==> config.mk <==
export PLATFORM = sky130hd
export DESIGN_NAME = pressure_sample_averager_unit
export DESIGN_NICKNAME = d
export VERILOG_FILES = /design/src/design/psa_pkg.sv /design/src/design/psa_serial_acc.sv /design/src/design/psa_serial_div.sv /design/src/design/pressure_sample_averager_unit.sv
export SDC_FILE = /design/constraint.sdc
export NUM_CORES = 1
export LEC_CHECK = 0
export BUFFER_PORTS_ARGS = -buffer_cell sky130_fd_sc_hd__buf_2
export CAP_MARGIN = 25
export CORE_MARGIN = 8
export CORE_UTILIZATION = 30
export CTS_BUF_LIST = sky130_fd_sc_hd__clkbuf_2
export DETAILED_ROUTE_END_ITERATION = 8
export PLACE_DENSITY = 0.56
export SETUP_SLACK_MARGIN = 0.3
export SYNTH_ARGS = -nofsm -noshare
export SYNTH_HDL_FRONTEND = slang
export SYNTH_SLANG_ARGS = --single-unit
==> constraint.sdc <==
create_clock -name clk -period 4.4 [get_ports clk]
set_clock_uncertainty 0.1 [all_clocks]
set_input_delay 0.66 -clock clk [delete_from_list [all_inputs] [get_ports clk]]
set_output_delay 0.66 -clock clk [all_outputs]
set_load 0.02 [all_outputs]
==> src/design/psa_pkg.sv <==
`timescale 1ns / 1ps

package psa_pkg;

	localparam int P_W         = 21;   // pressure sample / average
	localparam int T_W         = 13;   // kelvin input
	localparam int TC_W        = 14;   // celsius result
	localparam int SUM_W       = 26;   // running sum
	localparam int CNT_W       = 6;    // sample count
	localparam int WINDOW_LEN  = 32;   // count at which sum and count are halved
	localparam int KELVIN_OFFSET = 4370; // 273.125 K in 1/16 K
	localparam int STEP_W      = $clog2(SUM_W);

	typedef enum logic [1:0] {
		MODE_PRESSURE = 2'd0,
		MODE_TEMP     = 2'd1,
		MODE_READ     = 2'd2
	} mode_t;

	// serial accumulator controls
	typedef struct packed {
		logic load;   // capture addend, clear carry
		logic shift;  // one bit of the serial add
		logic halve;  // sum >> 1
		logic clear;  // sum <= 0
	} acc_ctrl_t;

	// serial divider controls
	typedef struct packed {
		logic start;  // load dividend and divisor
		logic step;   // one quotient bit
	} div_ctrl_t;

endpackage

==> src/design/psa_serial_acc.sv <==
`timescale 1ns / 1ps

module psa_serial_acc import psa_pkg::*; (
	input  logic             clk,
	input  logic             arst_n,
	input  acc_ctrl_t        ctrl,
	input  logic [P_W-1:0]   sample,
	output logic [SUM_W-1:0] sum
);

	logic [SUM_W-1:0] sum_q;
	logic [SUM_W-1:0] addend_q;
	logic             carry_q;
	logic             sum_bit;
	logic             carry_nxt;

	// full adder on the low bits; sum rotates LSB first, back in place after SUM_W shifts
	assign sum_bit   = sum_q[0] ^ addend_q[0] ^ carry_q;
	assign carry_nxt = (sum_q[0] & addend_q[0]) | (carry_q & (sum_q[0] ^ addend_q[0]));

	always_ff @(posedge clk or negedge arst_n) begin
		if (!arst_n) begin
			sum_q   <= '0;
			carry_q <= 1'b0;
		end else begin
			if (ctrl.load) begin
				carry_q <= 1'b0;
			end else if (ctrl.shift) begin
				sum_q   <= {sum_bit, sum_q[SUM_W-1:1]};
				carry_q <= carry_nxt;
			end else if (ctrl.halve) begin
				sum_q <= {1'b0, sum_q[SUM_W-1:1]};
			end else if (ctrl.clear) begin
				sum_q <= '0;
			end
		end
	end

	always_ff @(posedge clk) begin
		if (ctrl.load) begin
			addend_q <= SUM_W'(sample);
		end else if (ctrl.shift) begin
			addend_q <= {1'b0, addend_q[SUM_W-1:1]};
		end
	end

	assign sum = sum_q;

endmodule

==> src/design/psa_serial_div.sv <==
`timescale 1ns / 1ps

module psa_serial_div import psa_pkg::*; (
	input  logic             clk,
	input  div_ctrl_t        ctrl,
	input  logic [SUM_W-1:0] dividend,
	input  logic [CNT_W-1:0] divisor,
	output logic [SUM_W-1:0] quotient
);

	logic [CNT_W-1:0] rem_q;
	logic [SUM_W-1:0] quo_q;
	logic [CNT_W-1:0] dvs_q;
	logic [CNT_W:0]   shifted;
	logic [CNT_W+1:0] diff;
	logic             neg;

	// restoring division, one quotient bit per step, MSB first
	assign shifted = {rem_q, quo_q[SUM_W-1]};
	assign diff    = {1'b0, shifted} - {2'b00, dvs_q};
	assign neg     = diff[CNT_W+1];

	always_ff @(posedge clk) begin
		if (ctrl.start) begin
			rem_q <= '0;
			quo_q <= dividend;
			dvs_q <= divisor;
		end else if (ctrl.step) begin
			rem_q <= neg ? shifted[CNT_W-1:0] : diff[CNT_W-1:0];
			quo_q <= {quo_q[SUM_W-2:0], ~neg};
		end
	end

	assign quotient = quo_q;

endmodule

==> src/design/pressure_sample_averager_unit.sv <==
`timescale 1ns / 1ps

// Channel  | handshake            | payload
// ---------+----------------------+----------------------------------------------
// request  | req_valid, req_stall | mode, pressure_sample, temperature_kelvin
// result   | res_valid, res_stall | valid_res, pressure_avg, temperature_celsius
//
// One item at a time. Pressure item: accept in ST_IDLE, serial add in ST_ADD,
// ST_HALVE when the count hits WINDOW_LEN and sum/count are halved, then post.
// Read with data: accept, restoring divide in ST_DIV, post. Others: accept, post.
// The 26-bit sum width sets both serial loops.
// Async reset clears sum, count, flag, temperature and the result valid flag.
// A finished result waits in the output register while the next request transfer
// is taken; only the post of that next result waits on res_stall.

module pressure_sample_averager_unit import psa_pkg::*; (
	input  logic                   clk,
	input  logic                   arst_n,
	input  logic                   req_valid,
	output logic                   req_stall,
	input  logic [1:0]             mode,
	input  logic [P_W-1:0]         pressure_sample,
	input  logic [T_W-1:0]         temperature_kelvin,
	output logic                   res_valid,
	input  logic                   res_stall,
	output logic                   valid_res,
	output logic [P_W-1:0]         pressure_avg,
	output logic signed [TC_W-1:0] temperature_celsius
);

	typedef enum logic [4:0] {
		ST_IDLE  = 5'b00001,
		ST_ADD   = 5'b00010,
		ST_HALVE = 5'b00100,
		ST_DIV   = 5'b01000,
		ST_DONE  = 5'b10000
	} state_t;

	localparam logic [STEP_W-1:0] LAST_STEP = STEP_W'(SUM_W - 1);

	state_t            state_q;
	logic [STEP_W-1:0] step_q;
	logic [CNT_W-1:0]  count_q;
	logic              flag_q;       // new pressure data since last read
	logic [TC_W-1:0]   last_temp_q;
	logic              pend_vld_q;   // pending result is a valid read
	logic              pend_div_q;   // pending result takes the quotient
	logic              res_valid_q;
	logic              valid_res_q;
	logic [P_W-1:0]    avg_q;
	logic [TC_W-1:0]   temp_out_q;

	logic              take;
	logic              post;
	logic              read_div;
	acc_ctrl_t         acc_ctrl;
	div_ctrl_t         div_ctrl;
	logic [SUM_W-1:0]  sum;
	logic [SUM_W-1:0]  quotient;

	assign req_stall = (state_q != ST_IDLE);
	assign take      = req_valid && (state_q == ST_IDLE);
	// result register free or being emptied this cycle
	assign post      = (state_q == ST_DONE) && (!res_valid_q || !res_stall);
	// read that actually divides: new data and a nonzero count
	assign read_div  = take && (mode_t'(mode) == MODE_READ) && flag_q && (count_q != '0);

	always_comb begin
		acc_ctrl.load  = take && (mode_t'(mode) == MODE_PRESSURE);
		acc_ctrl.shift = (state_q == ST_ADD);
		acc_ctrl.halve = (state_q == ST_HALVE);
		acc_ctrl.clear = read_div;
		div_ctrl.start = read_div;
		div_ctrl.step  = (state_q == ST_DIV);
	end

	psa_serial_acc u_acc (
		.clk    (clk),
		.arst_n (arst_n),
		.ctrl   (acc_ctrl),
		.sample (pressure_sample),
		.sum    (sum)
	);

	psa_serial_div u_div (
		.clk      (clk),
		.ctrl     (div_ctrl),
		.dividend (sum),
		.divisor  (count_q),
		.quotient (quotient)
	);

	// sequencer and averager state
	always_ff @(posedge clk or negedge arst_n) begin
		if (!arst_n) begin
			state_q     <= ST_IDLE;
			step_q      <= '0;
			count_q     <= '0;
			flag_q      <= 1'b0;
			last_temp_q <= '0;
			pend_vld_q  <= 1'b0;
			pend_div_q  <= 1'b0;
			res_valid_q <= 1'b0;
		end else begin
			if (post) begin
				res_valid_q <= 1'b1;
			end else if (res_valid_q && !res_stall) begin
				res_valid_q <= 1'b0;
			end
			case (state_q)
				ST_IDLE: begin
					if (take) begin
						pend_vld_q <= (mode_t'(mode) == MODE_READ) && flag_q;
						pend_div_q <= read_div;
						step_q     <= '0;
						case (mode_t'(mode))
							MODE_PRESSURE: begin
								count_q <= count_q + CNT_W'(1);
								flag_q  <= 1'b1;
								state_q <= ST_ADD;
							end
							MODE_TEMP: begin
								last_temp_q <= TC_W'(temperature_kelvin) - TC_W'(KELVIN_OFFSET);
								state_q     <= ST_DONE;
							end
							MODE_READ: begin
								flag_q <= 1'b0;
								if (read_div) begin
									count_q <= '0;
									state_q <= ST_DIV;
								end else begin
									state_q <= ST_DONE;
								end
							end
							default: begin
								state_q <= ST_DONE;
							end
						endcase
					end
				end
				ST_ADD: begin
					step_q <= step_q + STEP_W'(1);
					if (step_q == LAST_STEP) begin
						state_q <= (count_q == CNT_W'(WINDOW_LEN)) ? ST_HALVE : ST_DONE;
					end
				end
				ST_HALVE: begin
					count_q <= CNT_W'(WINDOW_LEN / 2);
					state_q <= ST_DONE;
				end
				ST_DIV: begin
					step_q <= step_q + STEP_W'(1);
					if (step_q == LAST_STEP) begin
						state_q <= ST_DONE;
					end
				end
				ST_DONE: begin
					if (post) begin
						state_q <= ST_IDLE;
					end
				end
				default: begin
					state_q <= ST_IDLE;
				end
			endcase
		end
	end

	// result payload
	always_ff @(posedge clk) begin
		if (post) begin
			valid_res_q <= pend_vld_q;
			avg_q       <= pend_div_q ? quotient[P_W-1:0] : '0;
			temp_out_q  <= pend_vld_q ? last_temp_q : '0;
		end
	end

	assign res_valid           = res_valid_q;
	assign valid_res           = valid_res_q;
	assign pressure_avg        = avg_q;
	assign temperature_celsius = signed'(temp_out_q);

	// count never passes the halving point
	a_count_bound: assert property (@(posedge clk) disable iff (!arst_n)
		count_q <= CNT_W'(WINDOW_LEN))
		else $error("sample count above window length");

	// without new data there are no samples held
	a_flag_count: assert property (@(posedge clk) disable iff (!arst_n)
		!flag_q |-> (count_q == '0))
		else $error("samples held without new-data flag");

	// an invalid result carries zeros
	a_invalid_zero: assert property (@(posedge clk) disable iff (!arst_n)
		(res_valid && !valid_res) |-> (pressure_avg == '0 && temperature_celsius == '0))
		else $error("invalid result with nonzero payload");

	// average always fits the pressure field
	a_quot_fits: assert property (@(posedge clk) disable iff (!arst_n)
		(state_q == ST_DIV && step_q == LAST_STEP) |=> (quotient[SUM_W-1:P_W] == '0))
		else $error("quotient overflows pressure field");

endmodule
==> flow_summary.ini <==
[run_status]
status = finished, final reports clean

[setup_path]
r2r_end = u_div.quotient[11]
crit_start = count_q[1]
path_max_fanout = 36
setup.worst_path.start_class = flip-flop
crit_chain = inv_1 -> ha_1 -> or4b_1 -> nor2_1 -> or3_2 -> nand2_1 -> buf_4
critPathCaptureType = flip-flop
slowest_delay_ns = 0.78
worst_path_max_delay_cell = or3_2
cp.arrival_ns = 3.29
cp.required_ns = 4.73
r2r_setup_slack_ns = 1.44
rr_startpoint = count_q[1]
r2r_cells = 7
endpoint = u_div.quotient[11]
criticalPathCategory = flip-flop to flip-flop

[sta]
setup_violations = 0
finalHoldViolations = 0
rsz0062_at_grt = false
setup_ws_ns = 1.44
min_period_ns = 2.96
slew_headroom_pct = 34.3
tns_ns = 0
max_freq_ghz = 0.337
tightest_slew_ns = 0.985
slew_viol_final = 0
period_share_pct = 67.4

[job]
cap_violations = 0

[logic_synthesis]
synth.ff_latch_count = 156
synthFlopType = edfxtp_1
syn_avg_cell_area_um2 = 12.6
seq_area_frac_synth_pct = 62.0
synthArstFlopShare_pct = 39.1
synth_area_um2 = 6960
synth-edff-count = 89
ys_types = 56
netlist_instances = 552
synth_nets = 605
ys.warnings.count = 0

[floorplan]
start_util_pct = 30.7
die-area_um2 = 28300
rows = 55
dieHeight_um = 168
io_pins = 78
die_x_um = 168
core_um2 = 22700

[clock_tree]
cts_tree = done
clockBufferDepth = 2
ctsHtreeMaxLevel = 4
clock-sinks = 156
cts_setup_buffers = 0
cts_root_buf = clkbuf_2
cts_buffers = 17
clk_latency_ns = 0.70
cts.clk_slew.worst_paths_ns = 0.25

[route]
via_per_inst = 4.51
ant_nets = 0
drc_errors = 0
wl_per_cell_um = 13.9
wirelength_um = 13000
vias = 4220
drtIter0Drc = 277
drtPass1Iterations = 4

[layout]
seqCellArea_um2 = 4320
fin_nets = 689
area_growth_pct = 14.3
n_fill_cell = 2291
drive_gt1_share_pct = 27.0
mostFrequentLayoutCell = edfxtp_1
multi_input_area_um2 = 2450
layout_common_cells = edfxtp_1 (89), buf_2 (77), nand2_1 (76), dfrtp_1 (60), o21ai_0 (47)

[placed_design]
place_hpwl_um = 9150
numPortBuffers = 77
place_congestion = 0.782
dp_slack_ns = 1.24

[global_route]
grt_usage_pct = 9.69
grt_pass1_vias = 4273
antenna_found_initial = 1
grt_pass1_wl_um = 22200
grt_max_degree = 52
grt_overflow_total = 0

[pwr]
peakVddDrop_uv = 211
leakagePower_uw = 0.00325
power.density_nw_per_um2 = 489

[min_path]
hold_class = input pin to flip-flop
routing by layer:
metal	vias to the layer above	global-route usage, %	routed length, µm	share of wire, %
met5	-	0	0	0
met4	0	2.99	140	1.1
met3	7	4.14	887	6.8
met2	78	14.8	5820	45
met1	2014	12.3	6170	47
li1	2121	-	-	-
repair_timing:
action,CTS,global route
hold endpoints to repair,33,2
hold buffers,1,2
gates resized for setup,0,0
endpoints found under the setup margin,0,0
cell usage after synthesis, types with 2 or more instances:
| master | count | area share, % |
|---|---|---|
| o21ai_0 | 47 | 3.4 |
| nor3_1 | 4 | 0.29 |
| o211ai_1 | 3 | 0.32 |
| and3_1 | 4 | 0.36 |
| xnor2_1 | 9 | 1.1 |
| clkbuf_1 | 12 | 0.65 |
| edfxtp_1 | 89 | 38 |
| or2_2 | 3 | 0.27 |
| ha_1 | 11 | 2.0 |
| nor2b_1 | 2 | 0.18 |
| nor2_1 | 20 | 1.1 |
| nor4_1 | 2 | 0.18 |
| buf_12 | 2 | 0.57 |
| mux2_4 | 20 | 4.3 |
| o31ai_1 | 4 | 0.43 |
| fa_1 | 2 | 0.57 |
| o21ai_1 | 3 | 0.22 |
| a21oi_1 | 12 | 0.86 |
| xor2_1 | 6 | 0.75 |
| a21o_1 | 4 | 0.43 |
| nand2_1 | 76 | 4.1 |
| buf_2 | 6 | 0.43 |
| inv_1 | 20 | 1.1 |
| a31oi_1 | 4 | 0.36 |
| nand2b_1 | 3 | 0.27 |
| buf_4 | 2 | 0.22 |
| o2bb2ai_1 | 2 | 0.25 |
| or3_1 | 4 | 0.36 |
| dfrtp_1 | 60 | 22 |
| nand3_1 | 11 | 0.79 |
| and2_1 | 38 | 3.4 |
| nand3b_1 | 6 | 0.65 |
| mux2i_1 | 4 | 0.57 |
| dfxtp_1 | 6 | 1.7 |
| mux2_2 | 29 | 4.7 |
| and3b_1 | 2 | 0.25 |
critical path, delay by kind of cell (launching register included):
family / cells / cell delay, ns
buffers and inverters: 2 / 0.38
DFF: 1 / 0.50
adders and majority gates: 1 / 0.12
and+or+nand+nor: 4 / 1.56
where the power goes:
| group | internal [µW] | switching (µW) |
|---|---|---|
| clock network | 371 | 496 |
| logic | 374 | 480 |
| registers | 1930 | 246 |
state kept, by name, indices dropped and copies added, names as in the netlist, 5 cells and up:
register and flops:
state_q 5, u_acc.sum 26, step_q 5, u_div.dvs_q 6, u_div.quotient 26, u_acc.addend_q 21, count_q 6, u_div.rem_q 6
pressure_avg 21, temperature_celsius 14, last_temp_q 14
cell families (layout without fill, tap and decap cells):
group	Yosys count	count (layout)	synth area share, %
flip-flops	156	156	62.0
adder cells (fa/ha/maj)	13	13	2.55
AND/OR/NAND/NOR	182	182	13.2
XOR/XNOR	15	15	1.89
AO/OA/AOI/OAI	90	90	7.69
buffers and inverters	43	140	3.11
other	0	1	0
multiplexers	53	53	9.58
layout make-up:
| cell class | count | area share, % |
|---|---|---|
| antenna | 1 | 0.0314 |
| multi-input combinational | 353 | 30.8 |
| clock inverter | 13 | 2.17 |
| inverter | 20 | 0.943 |
| sequential | 156 | 54.3 |
| timing repair buffer | 88 | 6.13 |
| clock buffer | 19 | 1.19 |
| tap | 285 | 4.48 |
worst min-delay path by stage:
stage / startpoint / endpoint / slack (ns) / cells after the start
floorplan: arst_n / count_q[0] / 0.26 / 0
global placement: last_temp_q[8] / last_temp_q[8] / 0.35 / 2
CTS: temperature_kelvin[0] / last_temp_q[0] / 0.01 / 2
detailed placement: last_temp_q[8] / last_temp_q[8] / 0.36 / 2
finish: pressure_sample[7] / u_acc.addend_q[7] / 0.13 / 2
global route: pressure_sample[6] / u_acc.addend_q[6] / 0.009 / 2
stage by stage:
| step | hold slack (ns) | utilization, % | cell area [µm²] | instances | total power (µW) |
|---|---|---|---|---|---|
| 5_1_grt | 0.00879 | 35.1 | 7960 | 935 | 4180 |
| 6_report | 0.130 | 35.1 | 7960 | 935 | 3890 |
| 4_1_cts | 0.00994 | 35.0 | 7940 | 932 | 3960 |
| 3_3_place_gp | 0.354 | 33.6 | 7640 | 898 | 3050 |
| 2_1_floorplan | 0.264 | - | 6960 | 552 | 2780 |
| 3_5_place_dp | 0.362 | 33.7 | 7660 | 899 | 3090 |
(Power assumes the default switching activity.)
